<file path="config.mk">
export PLATFORM = sky130hd
export DESIGN_NAME = nec_ir_pulse_distance_decoder_top
export DESIGN_NICKNAME = d
export VERILOG_FILES = /design/src/rtl/nec_ir_pkg.sv /design/src/rtl/nec_ir_cfg.sv /design/src/rtl/nec_ir_core.sv /design/src/rtl/nec_ir_pulse_distance_decoder_top.sv
export VERILOG_INCLUDE_DIRS = /design/src /design/src/rtl
export SDC_FILE = /design/constraint.sdc
export NUM_CORES = 1
export LEC_CHECK = 0
export ABC_AREA = 1
export BUFFER_PORTS_ARGS = -buffer_cell sky130_fd_sc_hd__buf_4
export CORE_ASPECT_RATIO = 1.25
export CORE_MARGIN = 2
export CORE_UTILIZATION = 49
export CTS_BUF_LIST = sky130_fd_sc_hd__clkbuf_2
export CTS_CLUSTER_DIAMETER = 50
export DETAILED_ROUTE_END_ITERATION = 16
export PLACE_DENSITY_LB_ADDON = 0.3
export SETUP_SLACK_MARGIN = 0.15
export SYNTH_ARGS = -nofsm -noshare
export SYNTH_HDL_FRONTEND = slang
export SYNTH_SLANG_ARGS = --single-unit
</file>
<file path="constraint.sdc">
create_clock -name clk_i -period 8 [get_ports clk_i]
set_input_delay 2 -clock clk_i [delete_from_list [all_inputs] [get_ports clk_i]]
set_output_delay 2 -clock clk_i [all_outputs]
set_load 0.05 [all_outputs]
</file>
<file path="src/rtl/nec_ir_pulse_distance_decoder_top_defines.svh">
// Assertion macros for the NEC IR pulse-distance decoder.
`ifndef NEC_IR_PULSE_DISTANCE_DECODER_TOP_DEFINES_SVH
`define NEC_IR_PULSE_DISTANCE_DECODER_TOP_DEFINES_SVH

// Same-cycle implication, checked on clk_i outside reset.
`define NEC_ASSERT_IMP(lbl, ante, cons, msg) \
  lbl: assert property (@(posedge clk_i) disable iff (!rst_ni) (ante) |-> (cons)) \
    else $error(msg);

// Next-cycle implication, checked on clk_i outside reset.
`define NEC_ASSERT_NXT(lbl, ante, cons, msg) \
  lbl: assert property (@(posedge clk_i) disable iff (!rst_ni) (ante) |=> (cons)) \
    else $error(msg);

`endif

</file>
<file path="src/rtl/nec_ir_pkg.sv">
// Shared types, codes and constants of the NEC IR pulse-distance decoder.
`default_nettype none

package nec_ir_pkg;

  localparam int unsigned EdgeCntW      = 6;
  localparam int unsigned FrameEdgesDef = 34;
  localparam int unsigned FrameBitsW    = 32;
  localparam int unsigned BitIdxW       = $clog2(FrameBitsW);
  localparam int unsigned TimeW         = 32;
  localparam int unsigned ThrW          = 16;
  localparam int unsigned StatusW       = 3;
  localparam int unsigned AddrW         = 16;
  localparam int unsigned CmdW          = 8;
  localparam int unsigned CfgIdxW       = 3;
  localparam int unsigned CfgDataW      = 32;
  localparam int unsigned OutDataW      = 32;

  localparam logic OpEdge  = 1'b0;
  localparam logic OpCheck = 1'b1;

  localparam logic [StatusW-1:0] StOk          = 3'd0;
  localparam logic [StatusW-1:0] StLeaderShort = 3'd1;
  localparam logic [StatusW-1:0] StBadBit      = 3'd2;
  localparam logic [StatusW-1:0] StInvFail     = 3'd3;
  localparam logic [StatusW-1:0] StTimeout     = 3'd4;

  localparam logic [CfgIdxW-1:0] CfgGlitchMin = 3'd0;
  localparam logic [CfgIdxW-1:0] CfgTimeout   = 3'd1;
  localparam logic [CfgIdxW-1:0] CfgLeaderMin = 3'd2;
  localparam logic [CfgIdxW-1:0] CfgOneLow    = 3'd3;
  localparam logic [CfgIdxW-1:0] CfgOneHigh   = 3'd4;
  localparam logic [CfgIdxW-1:0] CfgZeroLow   = 3'd5;
  localparam logic [CfgIdxW-1:0] CfgZeroHigh  = 3'd6;

  localparam logic [ThrW-1:0]  GlitchMinRst = 16'd700;
  localparam logic [TimeW-1:0] TimeoutRst   = 32'd3000000;
  localparam logic [ThrW-1:0]  LeaderMinRst = 16'd8900;
  localparam logic [ThrW-1:0]  OneLowRst    = 16'd2000;
  localparam logic [ThrW-1:0]  OneHighRst   = 16'd2500;
  localparam logic [ThrW-1:0]  ZeroLowRst   = 16'd1000;
  localparam logic [ThrW-1:0]  ZeroHighRst  = 16'd1250;

  typedef struct packed {
    logic [ThrW-1:0]  glitch_min;
    logic [TimeW-1:0] timeout;
    logic [ThrW-1:0]  leader_min;
    logic [ThrW-1:0]  one_low;
    logic [ThrW-1:0]  one_high;
    logic [ThrW-1:0]  zero_low;
    logic [ThrW-1:0]  zero_high;
  } cfg_t;

  typedef struct packed {
    logic [CmdW-1:0]    command;
    logic [AddrW-1:0]   address;
    logic [StatusW-1:0] status;
  } res_t;

  typedef struct packed {
    logic                emit;
    logic [EdgeCntW-1:0] edge_cnt;
  } core_stat_t;

endpackage

`default_nettype wire

</file>
<file path="src/rtl/nec_ir_cfg.sv">
// Configuration register bank of the NEC IR decoder.
`default_nettype none

module nec_ir_cfg (
  input  logic                             clk_i,
  input  logic                             rst_ni,
  input  logic                             cfg_we_i,
  input  logic [nec_ir_pkg::CfgIdxW-1:0]   cfg_idx_i,
  input  logic [nec_ir_pkg::CfgDataW-1:0]  cfg_data_i,
  output nec_ir_pkg::cfg_t                 cfg_o
);
  import nec_ir_pkg::*;

  cfg_t cfg_q, cfg_d;

  always_comb begin
    cfg_d = cfg_q;
    if (cfg_we_i) begin
      unique case (cfg_idx_i)
        CfgGlitchMin: cfg_d.glitch_min = cfg_data_i[ThrW-1:0];
        CfgTimeout:   cfg_d.timeout    = cfg_data_i[TimeW-1:0];
        CfgLeaderMin: cfg_d.leader_min = cfg_data_i[ThrW-1:0];
        CfgOneLow:    cfg_d.one_low    = cfg_data_i[ThrW-1:0];
        CfgOneHigh:   cfg_d.one_high   = cfg_data_i[ThrW-1:0];
        CfgZeroLow:   cfg_d.zero_low   = cfg_data_i[ThrW-1:0];
        CfgZeroHigh:  cfg_d.zero_high  = cfg_data_i[ThrW-1:0];
        default:      cfg_d = cfg_q;
      endcase
    end
  end

  always_ff @(posedge clk_i or negedge rst_ni) begin
    if (!rst_ni) begin
      cfg_q.glitch_min <= GlitchMinRst;
      cfg_q.timeout    <= TimeoutRst;
      cfg_q.leader_min <= LeaderMinRst;
      cfg_q.one_low    <= OneLowRst;
      cfg_q.one_high   <= OneHighRst;
      cfg_q.zero_low   <= ZeroLowRst;
      cfg_q.zero_high  <= ZeroHighRst;
    end else begin
      cfg_q <= cfg_d;
    end
  end

  assign cfg_o = cfg_q;

endmodule

`default_nettype wire

</file>
<file path="src/rtl/nec_ir_core.sv">
// Frame state and single-step edge classification of the NEC IR decoder.
`default_nettype none

module nec_ir_core #(
  parameter int unsigned FrameEdges = nec_ir_pkg::FrameEdgesDef
) (
  input  logic                           clk_i,
  input  logic                           rst_ni,
  input  nec_ir_pkg::cfg_t               cfg_i,
  input  logic                           step_i,
  input  logic                           op_i,
  input  logic [nec_ir_pkg::TimeW-1:0]   now_i,
  output nec_ir_pkg::res_t               res_o,
  output nec_ir_pkg::core_stat_t         stat_o
);
  import nec_ir_pkg::*;

  localparam logic [EdgeCntW-1:0] FrameEdgesC = EdgeCntW'(FrameEdges);
  localparam logic [EdgeCntW-1:0] BitsC       = EdgeCntW'(FrameBitsW);
  localparam logic [EdgeCntW-1:0] LeaderCnt   = EdgeCntW'(1);
  localparam logic [EdgeCntW-1:0] BitBase     = EdgeCntW'(2);

  logic [EdgeCntW-1:0]   cnt_q, cnt_d;
  logic [TimeW-1:0]      last_q, last_d;
  logic [FrameBitsW-1:0] bits_q, bits_d;
  logic                  lshort_q, lshort_d;
  logic                  berr_q, berr_d;

  logic [TimeW-1:0]    gap;
  logic                timed_out, glitch, is_one, is_zero, emit;
  logic [EdgeCntW-1:0] cnt_inc, bit_idx;
  logic [CmdW-1:0]     cmd, inv;
  res_t                res;

  assign gap       = now_i - last_q;
  assign timed_out = gap > cfg_i.timeout;
  assign glitch    = gap < {{(TimeW-ThrW){1'b0}}, cfg_i.glitch_min};
  assign is_one    = (gap > {{(TimeW-ThrW){1'b0}}, cfg_i.one_low})
                   && (gap < {{(TimeW-ThrW){1'b0}}, cfg_i.one_high});
  assign is_zero   = (gap > {{(TimeW-ThrW){1'b0}}, cfg_i.zero_low})
                   && (gap < {{(TimeW-ThrW){1'b0}}, cfg_i.zero_high});
  assign cnt_inc   = cnt_q + EdgeCntW'(1);
  assign bit_idx   = cnt_q - BitBase;
  assign cmd       = bits_d[AddrW +: CmdW];
  assign inv       = bits_d[AddrW+CmdW +: CmdW];

  always_comb begin
    cnt_d    = cnt_q;
    last_d   = last_q;
    bits_d   = bits_q;
    lshort_d = lshort_q;
    berr_d   = berr_q;
    emit     = 1'b0;
    res      = '0;
    if (step_i) begin
      if (cnt_q == '0) begin
        if (op_i == OpEdge) begin
          cnt_d    = LeaderCnt;
          last_d   = now_i;
          bits_d   = '0;
          lshort_d = 1'b0;
          berr_d   = 1'b0;
        end
      end else if (timed_out) begin
        cnt_d      = '0;
        emit       = 1'b1;
        res.status = StTimeout;
      end else if (op_i == OpEdge && !glitch) begin
        if (cnt_q == LeaderCnt) begin
          if (gap < {{(TimeW-ThrW){1'b0}}, cfg_i.leader_min}) begin
            lshort_d = 1'b1;
          end
        end else if (is_one) begin
          if (bit_idx < BitsC) begin
            bits_d[bit_idx[BitIdxW-1:0]] = 1'b1;
          end
        end else if (!is_zero) begin
          berr_d = 1'b1;
        end
        cnt_d  = cnt_inc;
        last_d = now_i;
        if (cnt_inc >= FrameEdgesC) begin
          cnt_d = '0;
          emit  = 1'b1;
          priority if (lshort_d) begin
            res.status = StLeaderShort;
          end else if (berr_d) begin
            res.status = StBadBit;
          end else if ((cmd ^ inv) != {CmdW{1'b1}}) begin
            res.status = StInvFail;
          end else begin
            res.status  = StOk;
            res.address = bits_d[AddrW-1:0];
            res.command = cmd;
          end
        end
      end
    end
  end

  always_ff @(posedge clk_i or negedge rst_ni) begin
    if (!rst_ni) begin
      cnt_q    <= '0;
      last_q   <= '0;
      bits_q   <= '0;
      lshort_q <= 1'b0;
      berr_q   <= 1'b0;
    end else begin
      cnt_q    <= cnt_d;
      last_q   <= last_d;
      bits_q   <= bits_d;
      lshort_q <= lshort_d;
      berr_q   <= berr_d;
    end
  end

  assign res_o           = res;
  assign stat_o.emit     = emit;
  assign stat_o.edge_cnt = cnt_q;

endmodule

`default_nettype wire

</file>
<file path="src/rtl/nec_ir_pulse_distance_decoder_top.sv">
// Top level of the NEC IR pulse-distance decoder: stream registers, config, core.
//
//  channel  | dir | handshake                    | payload
//  s_axis   | in  | s_axis_tvalid/s_axis_tready  | tdata: now_us; tuser: operation
//  m_axis   | out | m_axis_tvalid/m_axis_tready  | tdata: status, address, command
//  cfg      | in  | cfg_we_i (no wait)           | cfg_idx_i, cfg_data_i
//
// One item per cycle sustained while the output does not stall.
// Input register feeds a single-step core; the result sits in an output register.
// A stalled output holds both registers; s_axis_tready stays high while the
// input register is empty or can move on.
// Reset clears the frame state and restores the register defaults.
`default_nettype none
`include "nec_ir_pulse_distance_decoder_top_defines.svh"

module nec_ir_pulse_distance_decoder_top #(
  parameter int unsigned FrameEdges = nec_ir_pkg::FrameEdgesDef
) (
  input  logic                             clk_i,
  input  logic                             rst_ni,
  input  logic                             s_axis_tvalid,
  output logic                             s_axis_tready,
  input  logic [nec_ir_pkg::TimeW-1:0]     s_axis_tdata,   // [31:0] now_us
  input  logic                             s_axis_tuser,   // [0] operation
  output logic                             m_axis_tvalid,
  input  logic                             m_axis_tready,
  output logic [nec_ir_pkg::OutDataW-1:0]  m_axis_tdata,   // [2:0] status, [18:3] address,
                                                           // [26:19] command, [31:27] zero
  input  logic                             cfg_we_i,
  input  logic [nec_ir_pkg::CfgIdxW-1:0]   cfg_idx_i,
  input  logic [nec_ir_pkg::CfgDataW-1:0]  cfg_data_i
);
  import nec_ir_pkg::*;

  localparam logic [EdgeCntW-1:0] FrameEdgesC = EdgeCntW'(FrameEdges);

  cfg_t       cfg;
  res_t       core_res;
  core_stat_t core_stat;

  logic             in_vld_q;
  logic             in_op_q;
  logic [TimeW-1:0] in_now_q;
  logic             out_vld_q;
  res_t             out_res_q;
  logic             advance, step;

  assign advance       = !out_vld_q || m_axis_tready;
  assign step          = in_vld_q && advance;
  assign s_axis_tready = !in_vld_q || advance;

  nec_ir_cfg u_cfg (
    .clk_i      (clk_i),
    .rst_ni     (rst_ni),
    .cfg_we_i   (cfg_we_i),
    .cfg_idx_i  (cfg_idx_i),
    .cfg_data_i (cfg_data_i),
    .cfg_o      (cfg)
  );

  nec_ir_core #(
    .FrameEdges (FrameEdges)
  ) u_core (
    .clk_i  (clk_i),
    .rst_ni (rst_ni),
    .cfg_i  (cfg),
    .step_i (step),
    .op_i   (in_op_q),
    .now_i  (in_now_q),
    .res_o  (core_res),
    .stat_o (core_stat)
  );

  always_ff @(posedge clk_i or negedge rst_ni) begin
    if (!rst_ni) begin
      in_vld_q  <= 1'b0;
      out_vld_q <= 1'b0;
    end else begin
      if (s_axis_tready) begin
        in_vld_q <= s_axis_tvalid;
      end
      if (advance) begin
        out_vld_q <= step && core_stat.emit;
      end
    end
  end

  always_ff @(posedge clk_i) begin
    if (s_axis_tvalid && s_axis_tready) begin
      in_op_q  <= s_axis_tuser;
      in_now_q <= s_axis_tdata;
    end
    if (step && core_stat.emit) begin
      out_res_q <= core_res;
    end
  end

  assign m_axis_tvalid = out_vld_q;
  assign m_axis_tdata  = {{(OutDataW-$bits(res_t)){1'b0}}, out_res_q};

  `NEC_ASSERT_IMP(a_err_fields_zero,
                  m_axis_tvalid && out_res_q.status != StOk,
                  out_res_q.address == '0 && out_res_q.command == '0,
                  "result fields set on error status")
  `NEC_ASSERT_IMP(a_cnt_range, 1'b1, core_stat.edge_cnt < FrameEdgesC,
                  "edge count reached frame length")
  `NEC_ASSERT_NXT(a_emit_loads, step && core_stat.emit,
                  m_axis_tvalid && out_res_q == $past(core_res),
                  "result not loaded into output register")
  `NEC_ASSERT_NXT(a_emit_idles, step && core_stat.emit, core_stat.edge_cnt == '0,
                  "frame state not idle after result")

endmodule

`default_nettype wire

</file>
==> run summary <==
run status: finished, final reports clean
Max H-tree Level: 3
Pint: 3.52 mW
max-slew violations: 0
clock power share: 0.137
Rel. slew slack: 0.195
WL/cell: 14.9 µm
CP Capture Type: flip-flop
number of synthesized flops with an enable pin: 60
cts repair resizes: 0
Hold Buf Count CTS: 0
Critical Path AT: 6650 ps
top_reg_cell synth: dfrtp_1
commonest non-fill, non-tap cell in the layout: nand2_1
port buffer count: 101
Die Ht: 209 µm
max cap viols: 0
vias in the first global route: 13.5k
number of clock sinks: 262
IO Pins: 107
FF-to-FF path depth: 22
Fin. Hold Viols: 0
clk slew on worst S/H paths: 110 ps
Post-Syn Area per Cell: 7.90 µm²
Clock Latency Late Sink: 980 ps
FFs w/ async S/R, synth: 0.771
FF+latch count, synth: 262
Syn Inst Count: 2,090
Flop pwr share: 0.252
Final Util: 0.547
total grt overflow: 0
final setup vio count: 0
final wirelength: 40.4 mm
Net Switching: 3.60 mW
Comb power frac: 0.612
Hold WC Path Type: reg2reg
global-route wire length before repair: 66.7 mm
hold path start: in_now_q[12]
register area share after synthesis: 0.419
Final period util: 0.739
Global Route Usage Sum: 0.237
DR iter-0 viols: 893
DIE WIDTH: 168 µm
via count: 13.8k
CP Class: reg2reg
Synth cell types: 55
commonest cells after routing, fill and taps aside: 577 x nand2_1, 391 x inv_1, 168 x o21ai_0
startpoint types: flip-flop
initial antenna violation count: 1
Layout Nets: 2,459
CP max FO: 59
die area: 35,200 µm²
Pwr Density: 390 nW/µm²
Sw Ratio: 0.506
fin crit period: 5910 ps
Starting Density: 0.494
# Post-CTS Setup Buffers: 0
WP data required: 8740 ps
ANT nets after route: 0
post-DP HPWL: 30.2 mm
maximum VDD drop: 0.158 mV
Num CTS Buffers: 71
Leak: 9.63 nW
GP Congestion: 0.974
DRT Pass-1 Iters: 5
TritonCTS clock tree: yes
Fmax achieved: 0.169 GHz
Slew @ Worst Pin: 1200 ps
r2r startpoint: u_core.last_q[0]
unrepaired setup endpoints after global routing: no
Clock Tree Buf Depth: 3
DRC viols: 0
hold endpoint: u_core.last_q[12]
Warnings, synthesis: 0
core area: 33,400 µm²
CTS Root Cell: clkbuf_2
RR Endpoint: u_core.last_q[27]
worst clock skew: 119 ps
setup tns final: 0 ps
mapped cell area: 16,500 µm²
via/cell ratio: 5.12
largest net degree at the start of global routing: 73
worst hold path stage count: 2
Syn-to-layout area delta: 10.8%
row cnt: 75
flop2flop setup slack: 2090 ps
share of cells above drive strength 1: 0.158
[flip-flops by register name (all words and copies together) (netlist names), 6 cells and up]
signal,count
u_core.last_q,32
m_axis_tdata,27
u_core.cnt_q,6
in_now_q,32
u_core.bits_q,32
u_cfg.cfg_o,128
[cell usage after synthesis, types with 5 or more instances]
master | number | share of area
nand4_1 | 25 | 0.0095
and2_1 | 5 | 0.0019
dfstp_2 | 43 | 0.068
nand2_2 | 9 | 0.0034
a21oi_1 | 94 | 0.029
dfrtp_1 | 159 | 0.24
nand3_1 | 62 | 0.019
nor2_4 | 14 | 0.0096
nand4_2 | 7 | 0.0053
o211ai_1 | 5 | 0.0023
nand3b_1 | 5 | 0.0023
buf_4 | 5 | 0.0023
inv_1 | 391 | 0.089
xor2_1 | 19 | 0.010
nor3_1 | 13 | 0.0039
ha_1 | 160 | 0.12
nor2_1 | 115 | 0.026
inv_2 | 6 | 0.0014
nor2_2 | 19 | 0.0072
clkbuf_1 | 38 | 0.0086
edfxtp_1 | 60 | 0.11
nand2_1 | 578 | 0.13
o21ai_0 | 169 | 0.051
o41ai_1 | 18 | 0.0096
a31o_2 | 16 | 0.0085
[area by class of cell]
cell class	instances	area, µm²
inverters	399	1500
flip-flops and latches	262	6910
multi-input cells	1380	7850
diodes	1	2.50
well taps	423	529
clock buffers	113	566
repair buffers	111	840
clock inverters	16	88.8
fillers	3235	15100
[layer usage]
metal,up-vias,track usage,share of wire
li1,6970,-,-
met1,6435,0.312,0.46
met2,371,0.389,0.46
met3,73,0.0409,0.055
met4,0,0.0999,0.027
met5,-,0,0
[critical path, stage by stage, from the launching register on]
cell and delay, ps:
dfrtp_1 400, ha_1 220, fa_1 410, inv_1 110, nand3_1 70, nand3_1 150
nand3_1 90, nand3_1 210, xor2_1 830, ha_1 390, nand4_1 120, inv_1 50
a21oi_1 190, a21boi_0 230, nand2_1 80, nand2_1 560, nand2_1 210, nand3_1 160
buf_4 370, clkinv_1 230, buf_4 310, nand2_1 140, o21ai_0 100
[logic make-up (layout without fill, tap and decap cells)]
| logic type | Yosys count | in the layout | synth area share |
|---|---|---|---|
| flops | 262 | 262 | 0.419 |
| other cells | 1 | 6 | 0.000227 |
| buf+inv | 452 | 639 | 0.107 |
| compound gates | 325 | 325 | 0.111 |
| mux | 1 | 1 | 0.000682 |
| simple gates | 867 | 867 | 0.229 |
| xor+xnor | 21 | 21 | 0.0111 |
| fa+ha+maj | 161 | 161 | 0.123 |
[worst max-delay path by stage]
| stage | start | end | slack (ps) | cells after the start |
|---|---|---|---|---|
| after global routing | in_now_q[14] | m_axis_tdata[19] | 1690 | 27 |
| after detailed placement | in_now_q[0] | m_axis_tdata[19] | 2230 | 26 |
| after CTS | u_core.last_q[0] | m_axis_tdata[19] | 2130 | 27 |
| final | u_core.last_q[0] | u_core.last_q[27] | 2090 | 22 |
| after floorplan | u_core.last_q[0] | m_axis_tdata[0] | 2770 | 20 |
| after global placement | u_core.last_q[0] | m_axis_tdata[17] | 2340 | 25 |
[stage by stage]
step,setup slack (ps),instance area (µm²),hold WS [ps],instances,power (mW)
CTS,2130,18300,468,2704,7.15
global placement,2340,17600,460,2575,5.99
global route,1690,18300,496,2705,7.90
finish,2090,18300,439,2705,7.12
floorplan,2770,16500,447,2094,4.91
detailed placement,2230,17600,473,2575,6.14
[power by group through the flow]
stage | sequential, mW | combinational, mW | clock, mW
2_1_floorplan | 1.90 | 3.01 | 0
3_3_place_gp | 1.81 | 4.18 | 0
3_5_place_dp | 1.82 | 4.32 | 0
4_1_cts | 1.80 | 4.35 | 1.01
5_1_grt | 1.82 | 5.00 | 1.08
6_report | 1.79 | 4.36 | 0.973
Note: power is estimated with default switching activity, not from simulation.
